==> src/rtl/itc_pkg.sv <==
// shared constants, types and mode tables for the i2c timing word calculator
// no dependencies; used by every file of the block
`timescale 1ns / 1ps
`default_nettype none

package itc_pkg;

	localparam int PRESCALE_STEPS = 16;
	localparam logic [3:0] PRESC_LAST = 4'(PRESCALE_STEPS - 1);

	localparam logic [31:0] FALLBACK_WORD = 32'h10C0_ECFF;

	// serial divider geometry
	localparam int DIV_W = 46;
	localparam int DEN_W = 30;
	localparam int CNT_W = 6;
	localparam int NS_W = 13;
	localparam int TGT_W = 19;

	localparam logic [CNT_W-1:0] ITERS_32 = CNT_W'(32);
	localparam logic [CNT_W-1:0] ITERS_46 = CNT_W'(DIV_W);
	localparam logic [DIV_W-1:0] NS_ROUND_UP = DIV_W'(64'd999999999);
	localparam logic [DEN_W-1:0] NS_PER_SEC = DEN_W'(64'd1000000000);
	localparam logic [3:0] DELAY_CAP = 4'd15;
	localparam logic [15:0] MIN_COUNT = 16'd2;
	localparam logic [3:0] MUL_LAST = 4'(NS_W - 1);

	// speed codes
	localparam logic [1:0] MODE_400K = 2'd1;
	localparam logic [1:0] MODE_50K = 2'd2;

	// timing parameters per prescaler, in evaluation order
	localparam logic [1:0] PAR_LOW = 2'd0;
	localparam logic [1:0] PAR_HIGH = 2'd1;
	localparam logic [1:0] PAR_SDA = 2'd2;
	localparam logic [1:0] PAR_SCL = 2'd3;

	typedef enum logic [3:0] {
		ST_IDLE,
		ST_F_GO,
		ST_F_WAIT,
		ST_MUL,
		ST_NS_GO,
		ST_NS_WAIT,
		ST_P_GO,
		ST_P_WAIT,
		ST_CHECK,
		ST_OUT
	} state_t;

	typedef struct packed {
		logic start;
		logic [CNT_W-1:0] iters;
	} div_ctl_t;

	function automatic logic [TGT_W-1:0] target_of(input logic [1:0] mode);
		logic [TGT_W-1:0] t;
		case (mode)
			MODE_400K: t = TGT_W'(400000);
			MODE_50K: t = TGT_W'(50000);
			default: t = TGT_W'(100000);
		endcase
		return t;
	endfunction

	function automatic logic [NS_W-1:0] ns_of(input logic [1:0] mode, input logic [1:0] par);
		logic [NS_W-1:0] n;
		case (mode)
			MODE_400K: begin
				case (par)
					PAR_LOW: n = NS_W'(650);
					PAR_HIGH: n = NS_W'(340);
					PAR_SDA: n = NS_W'(100);
					default: n = NS_W'(200);
				endcase
			end
			MODE_50K: begin
				case (par)
					PAR_LOW: n = NS_W'(5200);
					PAR_HIGH: n = NS_W'(4300);
					PAR_SDA: n = NS_W'(350);
					default: n = NS_W'(350);
				endcase
			end
			default: begin
				case (par)
					PAR_LOW: n = NS_W'(4900);
					PAR_HIGH: n = NS_W'(4200);
					PAR_SDA: n = NS_W'(280);
					default: n = NS_W'(320);
				endcase
			end
		endcase
		return n;
	endfunction

endpackage

`default_nettype wire

==> src/rtl/itc_sdiv.sv <==
// radix-2 restoring divider, one quotient bit per cycle
// dividend is left aligned; depends on itc_pkg
`timescale 1ns / 1ps
`default_nettype none

module itc_sdiv (
	input wire logic clk,
	input wire logic arst_n,
	input wire itc_pkg::div_ctl_t ctl,
	input wire logic [itc_pkg::DIV_W-1:0] dividend,
	input wire logic [itc_pkg::DEN_W-1:0] divisor,
	output logic done,
	output logic [itc_pkg::DIV_W-1:0] quotient
);

	logic [itc_pkg::DIV_W-1:0] num_q;
	logic [itc_pkg::DEN_W-1:0] rem_q;
	logic [itc_pkg::DEN_W-1:0] den_q;
	logic [itc_pkg::CNT_W-1:0] cnt_q;
	logic [itc_pkg::CNT_W-1:0] last_q;
	logic run_q;
	logic done_q;

	logic [itc_pkg::DEN_W:0] trial;
	logic [itc_pkg::DEN_W:0] diff;
	logic ge;

	assign trial = {rem_q, num_q[itc_pkg::DIV_W-1]};
	assign ge = trial >= {1'b0, den_q};
	assign diff = trial - {1'b0, den_q};

	always_ff @(posedge clk or negedge arst_n) begin
		if (!arst_n) begin
			run_q <= 1'b0;
			done_q <= 1'b0;
			cnt_q <= '0;
		end else if (ctl.start) begin
			run_q <= 1'b1;
			done_q <= 1'b0;
			cnt_q <= '0;
		end else if (run_q) begin
			cnt_q <= cnt_q + 1'b1;
			if (cnt_q == last_q) begin
				run_q <= 1'b0;
				done_q <= 1'b1;
			end
		end else begin
			done_q <= 1'b0;
		end
	end

	always_ff @(posedge clk) begin
		if (ctl.start) begin
			num_q <= dividend;
			rem_q <= '0;
			den_q <= divisor;
			last_q <= ctl.iters - 1'b1;
		end else if (run_q) begin
			num_q <= {num_q[itc_pkg::DIV_W-2:0], ge};
			rem_q <= ge ? diff[itc_pkg::DEN_W-1:0] : trial[itc_pkg::DEN_W-1:0];
		end
	end

	assign done = done_q;
	assign quotient = num_q;

endmodule

`default_nettype wire

==> src/rtl/i2c_timing_word_calculator_top.sv <==
// i2c timing word calculator: prescaler search sequencer, serial multiply
// depends on itc_pkg and itc_sdiv
// prescalers tried: 1 to 16; a zero clock goes straight to the result with no search
// per prescaler six divides (32 or 46 steps each) and four 13-bit shift-add multiplies
// plus one check state; a new request is taken only once the word is done
// busy is high from acceptance through the done strobe
// asynchronous active-low reset returns the sequencer to idle; the receiver cannot stall
`timescale 1ns / 1ps
`default_nettype none

module i2c_timing_word_calculator_top (
	input wire logic clk,
	input wire logic arst_n,
	input wire logic start,
	output logic busy,
	input wire logic [31:0] kernel_clock_hz,
	input wire logic [1:0] speed_mode,
	output logic done,
	output logic [31:0] timing_word,
	output logic used_fallback
);

	itc_pkg::state_t state_q, state_d;

	logic [31:0] clk_q;
	logic [1:0] mode_q;
	logic [3:0] presc_q;
	logic [1:0] par_q;
	logic [31:0] f_q;
	logic [itc_pkg::DIV_W-1:0] acc_q;
	logic [itc_pkg::NS_W-1:0] ns_q;
	logic [3:0] bit_cnt_q;
	logic [15:0] low_q;
	logic [15:0] high_q;
	logic [3:0] sda_q;
	logic [3:0] scl_q;
	logic [31:0] period_q;
	logic [31:0] word_q;
	logic fb_q;

	itc_pkg::div_ctl_t div_ctl;
	logic [itc_pkg::DIV_W-1:0] div_num;
	logic [itc_pkg::DEN_W-1:0] div_den;
	logic div_done;
	logic [itc_pkg::DIV_W-1:0] div_quo;

	logic [32:0] need;
	logic [31:0] scll;
	logic fit;
	logic [15:0] q16;

	itc_sdiv u_div (
		.clk(clk),
		.arst_n(arst_n),
		.ctl(div_ctl),
		.dividend(div_num),
		.divisor(div_den),
		.done(div_done),
		.quotient(div_quo)
	);

	assign q16 = (div_quo[itc_pkg::DIV_W-1:16] != '0) ? 16'hFFFF : div_quo[15:0];
	assign need = 33'(low_q) + 33'(high_q) + 33'd8;
	assign scll = period_q - 32'(high_q) - 32'd6;
	assign fit = ({1'b0, period_q} >= need) && (scll >= 32'(low_q)) && (scll <= 32'd255)
		&& (high_q <= 16'd255);

	always_comb begin
		state_d = state_q;
		div_ctl.start = 1'b0;
		div_ctl.iters = itc_pkg::ITERS_32;
		div_num = {clk_q, 14'b0};
		div_den = itc_pkg::DEN_W'({presc_q} + 5'd1);
		case (state_q)
			itc_pkg::ST_IDLE: begin
				if (start) begin
					state_d = (kernel_clock_hz == 32'd0) ? itc_pkg::ST_OUT : itc_pkg::ST_F_GO;
				end
			end
			itc_pkg::ST_F_GO: begin
				div_ctl.start = 1'b1;
				state_d = itc_pkg::ST_F_WAIT;
			end
			itc_pkg::ST_F_WAIT: begin
				if (div_done) state_d = itc_pkg::ST_MUL;
			end
			itc_pkg::ST_MUL: begin
				if (bit_cnt_q == itc_pkg::MUL_LAST) state_d = itc_pkg::ST_NS_GO;
			end
			itc_pkg::ST_NS_GO: begin
				div_ctl.start = 1'b1;
				div_ctl.iters = itc_pkg::ITERS_46;
				div_num = acc_q + itc_pkg::NS_ROUND_UP;
				div_den = itc_pkg::NS_PER_SEC;
				state_d = itc_pkg::ST_NS_WAIT;
			end
			itc_pkg::ST_NS_WAIT: begin
				if (div_done) begin
					state_d = (par_q == itc_pkg::PAR_SCL) ? itc_pkg::ST_P_GO : itc_pkg::ST_MUL;
				end
			end
			itc_pkg::ST_P_GO: begin
				div_ctl.start = 1'b1;
				div_num = {f_q, 14'b0};
				div_den = itc_pkg::DEN_W'(itc_pkg::target_of(mode_q));
				state_d = itc_pkg::ST_P_WAIT;
			end
			itc_pkg::ST_P_WAIT: begin
				if (div_done) state_d = itc_pkg::ST_CHECK;
			end
			itc_pkg::ST_CHECK: begin
				if (fit || presc_q == itc_pkg::PRESC_LAST) state_d = itc_pkg::ST_OUT;
				else state_d = itc_pkg::ST_F_GO;
			end
			itc_pkg::ST_OUT: begin
				state_d = itc_pkg::ST_IDLE;
			end
			default: begin
				state_d = itc_pkg::ST_IDLE;
			end
		endcase
	end

	always_ff @(posedge clk or negedge arst_n) begin
		if (!arst_n) begin
			state_q <= itc_pkg::ST_IDLE;
		end else begin
			state_q <= state_d;
		end
	end

	always_ff @(posedge clk) begin
		case (state_q)
			itc_pkg::ST_IDLE: begin
				clk_q <= kernel_clock_hz;
				mode_q <= speed_mode;
				presc_q <= '0;
				word_q <= itc_pkg::FALLBACK_WORD;
				fb_q <= 1'b1;
			end
			itc_pkg::ST_F_WAIT: begin
				f_q <= div_quo[31:0];
				par_q <= itc_pkg::PAR_LOW;
				ns_q <= itc_pkg::ns_of(mode_q, itc_pkg::PAR_LOW);
				acc_q <= '0;
				bit_cnt_q <= '0;
			end
			itc_pkg::ST_MUL: begin
				acc_q <= {acc_q[itc_pkg::DIV_W-2:0], 1'b0}
					+ (ns_q[itc_pkg::NS_W-1] ? itc_pkg::DIV_W'(f_q) : '0);
				ns_q <= {ns_q[itc_pkg::NS_W-2:0], 1'b0};
				bit_cnt_q <= bit_cnt_q + 1'b1;
			end
			itc_pkg::ST_NS_WAIT: begin
				if (div_done) begin
					case (par_q)
						itc_pkg::PAR_LOW: low_q <= (q16 < itc_pkg::MIN_COUNT)
							? itc_pkg::MIN_COUNT : q16;
						itc_pkg::PAR_HIGH: high_q <= (q16 < itc_pkg::MIN_COUNT)
							? itc_pkg::MIN_COUNT : q16;
						itc_pkg::PAR_SDA: sda_q <= (q16 > 16'(itc_pkg::DELAY_CAP)) ? itc_pkg::DELAY_CAP
							: q16[3:0];
						default: scl_q <= (q16 > 16'(itc_pkg::DELAY_CAP)) ? itc_pkg::DELAY_CAP
							: q16[3:0];
					endcase
					par_q <= par_q + 1'b1;
					ns_q <= itc_pkg::ns_of(mode_q, par_q + 1'b1);
					acc_q <= '0;
					bit_cnt_q <= '0;
				end
			end
			itc_pkg::ST_P_WAIT: begin
				period_q <= div_quo[31:0];
			end
			itc_pkg::ST_CHECK: begin
				if (fit) begin
					word_q <= {presc_q, 4'b0, scl_q, sda_q, high_q[7:0], scll[7:0]};
					fb_q <= 1'b0;
				end
				presc_q <= presc_q + 1'b1;
			end
			default: begin
			end
		endcase
	end

	assign busy = state_q != itc_pkg::ST_IDLE;
	assign done = state_q == itc_pkg::ST_OUT;
	assign timing_word = word_q;
	assign used_fallback = fb_q;

endmodule

`default_nettype wire

==> config.mk <==
export PLATFORM = sky130hd
export DESIGN_NAME = i2c_timing_word_calculator_top
export DESIGN_NICKNAME = d
export VERILOG_FILES = /design/src/rtl/itc_pkg.sv /design/src/rtl/itc_sdiv.sv /design/src/rtl/i2c_timing_word_calculator_top.sv
export SDC_FILE = /design/constraint.sdc
export NUM_CORES = 1
export LEC_CHECK = 0
export CORE_MARGIN = 2
export CORE_UTILIZATION = 65
export DETAILED_ROUTE_END_ITERATION = 7
export DONT_BUFFER_PORTS = 1
export GPL_ROUTABILITY_DRIVEN = 1
export MAX_ROUTING_LAYER = met4
export PLACE_DENSITY = 0.83
export SETUP_SLACK_MARGIN = 0.5
export SLEW_MARGIN = 20
export SYNTH_ARGS = -nofsm -noshare
export SYNTH_HDL_FRONTEND = slang
export SYNTH_SLANG_ARGS = --single-unit
export TNS_END_PERCENT = 100
==> constraint.sdc <==
create_clock -name clk -period 7.85 [get_ports clk]
set_input_delay 0.3925 -clock clk [delete_from_list [all_inputs] [get_ports clk]]
set_output_delay 0.3925 -clock clk [all_outputs]
set_load 0.05 [all_outputs]
==> summary.txt, run 1 <==
Status
  – Status: completed

Detailed routing
  – Vias/cell: about 6.6
  – Initial drt markers: ~1600
  – Total number of vias: between 15000 and 20000
  – Routed wire length: 53260 um
  – First drt pass iteration count: 8
  – Routed WL per cell: 21.10 um
  – DRC errors left: 0
  – Final ANT Viol Nets: 0

STA
  – Final setup fails: 0
  – Fin crit share: between 60% and 70%
  – Final hold violations: 0
  – Worst slew pin tran: 1.105 ns
  – Fmax achieved: 0.1877 GHz
  – Tmin final: ~5.3 ns
  – RSZ-0062 raised after global routing: no
  – Setup TNS: 0 ns
  – Final worst-path setup slack: between 2 and 3 ns
  – Max Slew Vio Count: 0
  – Skew final: 0.02833 ns
  – Rel. slew slack: a little over a quarter

Yosys
  – Area share of xor/xnor cells in the synthesized design: 4.857%
  – Number of library cell types mapped by synthesis: 87
  – Mapped Cells: 2083
  – Most common flop cell mapped by yosys: edfxtp_1
  – Asr flop ratio synth: about 3.5%
  – Post-synthesis area per instance: 10.04 sq um
  – Seq/Total Area, Yosys: 46.94%
  – Synthesized flop and latch total: between 300 and 400
  – Simple-gate portion of the synthesized area: 16.69%
  – Largest family of logic cells by synthesized area: simple AND/OR/NAND/NOR gates
  – Post-synthesis mux area share: less than 1%
  – Synth Area in Compound Gates: 16.46%
  – Post-synthesis cell area: between 0.02 and 0.025 sq mm
  – Number of enable flip-flop cells after synthesis: 297
  – Yosys Warn Count: 0
  – Area share of fa/ha/maj cells after synthesis: a little over a tenth

Layout
  – Share of layout cells above drive strength 1: 5.375%
  – Layout Area Growth over Synthesis: 9.074%
  – Final Core Density: between 70 and 80%
  – Most common cell after layout, fill and taps aside: edfxtp_1
  – Commonest cells after routing, fill and taps aside: 297 x edfxtp_1, 198 x nand2_1, 168 x ha_1
  – Fillcell total: ~2200
  – Seq. cell area: between 0.009 and 0.01 sq mm
  – Final cell count without fillers: roughly 2500
  – Post-layout nets: between 2000 and 2500
  – Multi-input gate area: around 0.010 sq mm

Global routing
  – GRT Resource Usage Total: roughly 33%
  – Antenna violations before repair: 1
  – Global route overflow: 0
  – Pin count of the biggest net entering global routing: between 90 and 100
  – Vias in the first global route: 16231
  – First-pass GRT wire length: about 85000 um

Clocking
  – Clock Latency Late Sink: approximately 0.54 ns
  – Root Driver: clkbuf_16
  – Clk sinks: 339
  – Max clock buf depth: 3
  – Total CTS buffers: 37
  – Post-cts sizing count: 0
  – H-tree levels: 2
  – TritonCTS clock tree: yes
  – Clk slew on worst S/H paths: 0.06 ns

Worst setup path
  – CP Launch Point: high_q[1]
  – Critical Path AT: 5.51 ns
  – Worst R2R Start: high_q[1]
  – Worst Path Required: roughly 8.0 ns
  – Crit path kind: reg -> reg
  – Setup crit start kind: register
  – CP Max Fanout: 29
  – Crit. End Element: register

Floorplan
  – Die area: around 0.034 sq mm
  – Die Y: 183.4 um
  – DIE WIDTH: ~180 um
  – Starting Density: around 66%
  – Core Area: 0.03164 sq mm
  – Row count: 65
  – Total I/O pin count: 72

Power
  – Pwr Density: 161.6 mW/mm^2
  – Leak Pwr: between 9 and 10 nW
  – VDD IR max: between 0.15 and 0.2 mV

Placed design
  – Pre-CTS setup slack: 2.665 ns
  – Gpl congestion: 0.9666
  – # placed instances: 2421
  – # port buffers: 0
  – Post-DP HPWL: about 37000 um

Hold path
  – Hold Crit Class: in -> async

Run
  – Max-cap viol count: 0
## where the power goes
part	switching, mW	total, mW	leakage (nW)	internal (mW)
Sequential	0	1.93	3.39	1.93
Clock	0.724	1.73	0.580	1.01
Combinational	0.00923	0.0214	5.31	0.0121
## registers in the layout, summed over array words and instances (netlist names)
name	cells
u_div.quotient	46
presc_q	4
clk_q	32
u_div.cnt_q	6
sda_q	4
par_q	2
timing_word	28
f_q	32
u_div.last_q	2
state_q	4
bit_cnt_q	4
ns_q	12
mode_q	2
u_div.run_q	1
u_div.rem_q	30
u_div.den_q	14
u_div.done	1
used_fallback	1
scl_q	4
high_q	16
period_q	32
acc_q	46
low_q	16
## metrics by stage
step | hold slack [ns] | cell area (sq um) | total power, mW
6_report | 0.3031 | 22820 | 3.687
3_3_place_gp | 0.09790 | 21260 | 1.978
2_1_floorplan | 0.09691 | 20930 | 1.979
3_5_place_dp | 0.09798 | 21260 | 1.978
5_1_grt | 0.3383 | 22820 | 3.769
4_1_cts | 0.2989 | 22810 | 3.696
## cell families after synthesis
logic type / after synthesis
XOR/XNOR: 116
multiplexers: 10
buffers and inverters: 220
other: 1
AO/OA/AOI/OAI: 523
adder cells (fa/ha/maj): 172
flip-flops: 339
AND/OR/NAND/NOR: 702
## worst paths after layout
path,endpoint,slack [ns],cells past startpoint
min reg2reg,u_div.rem_q[16],0.49,2
min,u_div.done,0.30,1
max in group asynchronous,u_div.cnt_q[5],7.16,1
min in group clk,state_q[0],0.35,2
max reg2reg,timing_word[12],2.52,23
max,timing_word[12],2.52,23
## timing repair
action | 4_1_cts | 5_1_grt
hold buffers | 35 | 0
setup buffers | 0 | 0
endpoints found under the hold margin | 46 | 0
## cell usage after synthesis, drive strengths merged (30+ instances only)
cell / n / area share [%]
nor3: 39 / 0.98
a21o: 42 / 1.5
nand2b: 44 / 1.3
o21ai: 143 / 3.5
a31oi: 31 / 1.0
clkbuf: 69 / 1.2
edfxtp: 297 / 43
nand2: 202 / 3.6
a211oi: 31 / 1.1
inv: 135 / 2.4
dfxtp: 30 / 2.9
xor2: 57 / 2.4
nor2: 123 / 2.2
ha: 168 / 10
xnor2: 59 / 2.5
a21oi: 139 / 3.4
or3: 34 / 1.0
and2: 41 / 1.2
nand3: 80 / 1.9
and3: 41 / 1.3
## cell type report
cell class / count / area share, %
Multi-Input combinational cell: 1527 / 45.14
Inverter: 136 / 2.237
Clock buffer: 44 / 4.354
Tap cell: 402 / 2.205
Timing Repair Buffer: 52 / 2.095
Antenna cell: 1 / 0.01097
Clock inverter: 23 / 0.9158
Sequential cell: 339 / 43.04
## metal layers
layer / up-vias / track usage, % / part of all wire [%]
met5: - / - / 0
met4: 0 / 10.11 / 3.2
met3: 146 / 4.329 / 7.8
met2: 805 / 55.25 / 49
met1: 7915 / 41.75 / 40
li1: 7719 / - / -
## worst max-delay path: stages, from the launching register on
cell	delay, ns
edfxtp_1	0.41
ha_1	0.30
ha_1	0.17
inv_1	0.06
fa_1	0.42
nor2b_1	0.13
o21ai_0	0.11
a21oi_1	0.22
o21ai_0	0.17
a21boi_0	0.28
o2111ai_1	0.20
a31oi_1	0.26
a211o_1	0.17
o211ai_1	0.09
ha_1	0.31
a2111oi_0	0.09
nand3_1	0.11
nand4b_1	0.12
a21oi_1	0.04
nor3_1	0.19
nor4bb_1	0.41
nand4b_1	0.21
o21ai_2	0.17
buf_4	0.35
(Power assumes the default switching activity.)
==> run 2, diff against run 1 <==
- CORE_UTILIZATION: 65 -> 59
- PLACE_DENSITY: 0.83 -> 0.8
- clock period: 7.85 -> 4.64 ns (I/O delays scaled with it)
==> summary.txt, run 2 (synthesized netlist as in run 1, its figures left out) <==
Worst setup path
  – Crit path kind: reg -> reg
  – CP Max Fanout: 7
  – Slowest library cell on the worst path: a2111oi_2
  – Setup crit start kind: register
  – Worst R2R Start: high_q[3]
  – Worst path max stage delay: about 0.43 ns
  – CP Depth: 24
  – R2R cell count: 24
  – Crit path buffers/inverters: 4
  – CP cell instances: inv_1 > ha_1 > inv_1 > ha_1 > nor2b_2 > o21ai_2 > a21oi_2 > o21ai_2 > a21boi_2 > o2111ai_2 > a31oi_4 > a211o_1 > o211ai_1 > ha_1 > a2111oi_2 > nand3_1 > nand4b_1 > a21oi_2 > nor3_2 > nor4bb_1 > nand4b_1 > o21ai_4 > buf_12 > clkbuf_16
  – Crit path to: timing_word[15]
  – R2R Path End: timing_word[15]
  – Crit. End Element: register
  – Reg-to-reg slack, setup: -0.18 ns
  – CP Launch Point: high_q[3]
  – Worst Path Required: 4.93 ns
  – Family with the most delay on the worst path: compound AO/OA/AOI/OAI gates
  – Critical Path AT: about 5.1 ns
  – Most frequent CP cell: ha_1

Placed design
  – # port buffers: 0
  – Gpl congestion: between 0.9 and 1
  – Pre-CTS setup slack: -0.1675 ns
  – Post-DP HPWL: 37670 um

Global routing
  – GRT Resource Usage Total: a little under a third
  – First-pass GRT wire length: ~85000 um
  – Global route overflow: 0
  – Antenna violations before repair: 0
  – Pin count of the biggest net entering global routing: 94
  – Vias in the first global route: 16085

Layout
  – Layout Area Growth over Synthesis: 11.39%
  – Post-layout nets: ~2300
  – Most common cell after layout, fill and taps aside: edfxtp_1
  – ANT cells: 0
  – Commonest cells after routing, fill and taps aside: 297 x edfxtp_1, 198 x nand2_1, 165 x ha_1
  – Share of layout cells above drive strength 1: 7.746%

Floorplan
  – Row count: a little under 70
  – DIE WIDTH: roughly 190 um
  – Die Y: slightly below 200 um
  – Die area: between 0.03 and 0.04 sq mm
  – Core Area: between 0.03 and 0.04 sq mm
  – Total I/O pin count: 72
  – Starting Density: approximately three fifths

Detailed routing
  – First drt pass iteration count: 6
  – Routed WL per cell: 20.99 um
  – Total number of vias: approximately 17000
  – Final ANT Viol Nets: 0
  – Vias/cell: 6.383
  – DRC errors left: 0
  – Initial drt markers: 1495
  – Routed wire length: approximately 55000 um

STA
  – Fin crit share: 103.9%
  – Max Slew Vio Count: 0
  – Final setup fails: 29
  – Setup TNS: -4.815 ns
  – Rel. slew slack: 29.44%
  – RSZ-0062 raised after global routing: yes
  – Fmax achieved: between 0.2 and 0.25 GHz
  – Skew final: 0.01765 ns
  – Min Hold Slack: 0.1373 ns
  – Final hold violations: 0
  – Worst slew pin tran: ~1.1 ns
  – Tmin final: approximately 4.8 ns
  – Final worst-path setup slack: -0.1832 ns

Clocking
  – Root Driver: clkbuf_16
  – Total CTS buffers: 38
  – H-tree levels: 2
  – Clock Latency Late Sink: 0.54 ns
  – Max clock buf depth: 3
  – Clk slew on worst S/H paths: around 0.06 ns
  – TritonCTS clock tree: yes
  – Clk sinks: around 340

Status
  – Violated checks: setup timing
  – Status: finished with violations

Run
  – Max-cap viol count: 0

Hold path
  – Hold Crit Class: in -> async

Power
  – VDD IR max: about 0.27 mV
  – Leak Pwr: ~9.4 nW
  – Pwr Density: 270.6 mW/mm^2
-- run 2: cell count changes in the layout (fill, tap and decap cells not counted), moves of 3 or more --
| cell | before | now |
|---|---|---|
| buf_4 | 17 | 34 |
| a21oi_1 | 134 | 128 |
| a21oi_2 | 4 | 9 |
| ha_1 | 168 | 165 |
| o21ai_0 | 122 | 119 |
-- run 2: layout make-up --
class / count / area [sq um]
timing repair buffer: 74 / 706.9
fill: 2597 / 11410
multi-input combinational: 1527 / 10480
sequential: 339 / 9819
tap: 455 / 569.3
inverter: 136 / 510.5
clock inverter: 23 / 239.0
clock buffer: 44 / 973.4
-- run 2: repair_timing --
action | 4_1_cts | 5_1_grt
hold buffers | 35 | 0
buffers inserted | 2 | 4
setup endpoints to repair | 30 | 30
pin swaps | 2 | 4
hold endpoints to repair | 46 | 0
cloned | 0 | 3
gates resized for setup | 6 | 19
-- run 2: power breakdown --
part | internal, mW | total (mW) | switching [mW]
clock network | 1.73 | 3.00 | 1.26
logic | 0.0205 | 0.0357 | 0.0152
registers | 3.27 | 3.27 | 0
total | 5.03 | 6.31 | 1.28
-- run 2: per-stage QoR --
stage | total power [mW] | utilization (%) | area (sq um) | std cells
floorplan | 3.348 | - | 20990 | 2086
global placement | 3.347 | 61.91 | 21490 | 2487
CTS | 6.328 | 66.52 | 23090 | 2591
finish | 6.306 | 67.12 | 23300 | 2598
detailed placement | 3.347 | 61.91 | 21490 | 2487
global route | 6.446 | 67.12 | 23300 | 2598
-- run 2: how the worst min path moves through the flow --
stage	startpoint	slack, ns	endpoint
global placement	arst_n	-0.06	u_div.cnt_q[4]
finish	arst_n	0.14	u_div.cnt_q[2]
floorplan	arst_n	-0.06	state_q[0]
global route	arst_n	0.17	u_div.cnt_q[4]
detailed placement	arst_n	-0.06	u_div.cnt_q[4]
CTS	arst_n	0.14	u_div.cnt_q[0]
-- run 2: worst reg2reg max path, stage by stage, from the launching register on --
cell       delay [ns]
edfxtp_1         0.35
inv_1            0.06
ha_1             0.29
inv_1            0.05
ha_1             0.35
nor2b_2          0.18
o21ai_2          0.14
a21oi_2          0.08
o21ai_2          0.17
a21boi_2         0.09
o2111ai_2        0.25
a31oi_4          0.14
a211o_1          0.31
o211ai_1         0.10
ha_1             0.30
a2111oi_2        0.43
nand3_1          0.15
nand4b_1         0.24
a21oi_2          0.14
nor3_2           0.05
nor4bb_1         0.15
nand4b_1         0.19
o21ai_4          0.08
buf_12           0.15
clkbuf_16        0.16
-- run 2: per-layer routing --
| metal | vias to the layer above | part of all wire, % | global-route usage, % |
|---|---|---|---|
| li1 | 7759 | - | - |
| met1 | 7986 | 42 | 38.73 |
| met3 | 111 | 7.3 | 3.983 |
| met5 | - | 0 | - |
| met4 | 0 | 2.6 | 8.456 |
| met2 | 728 | 48 | 50.14 |
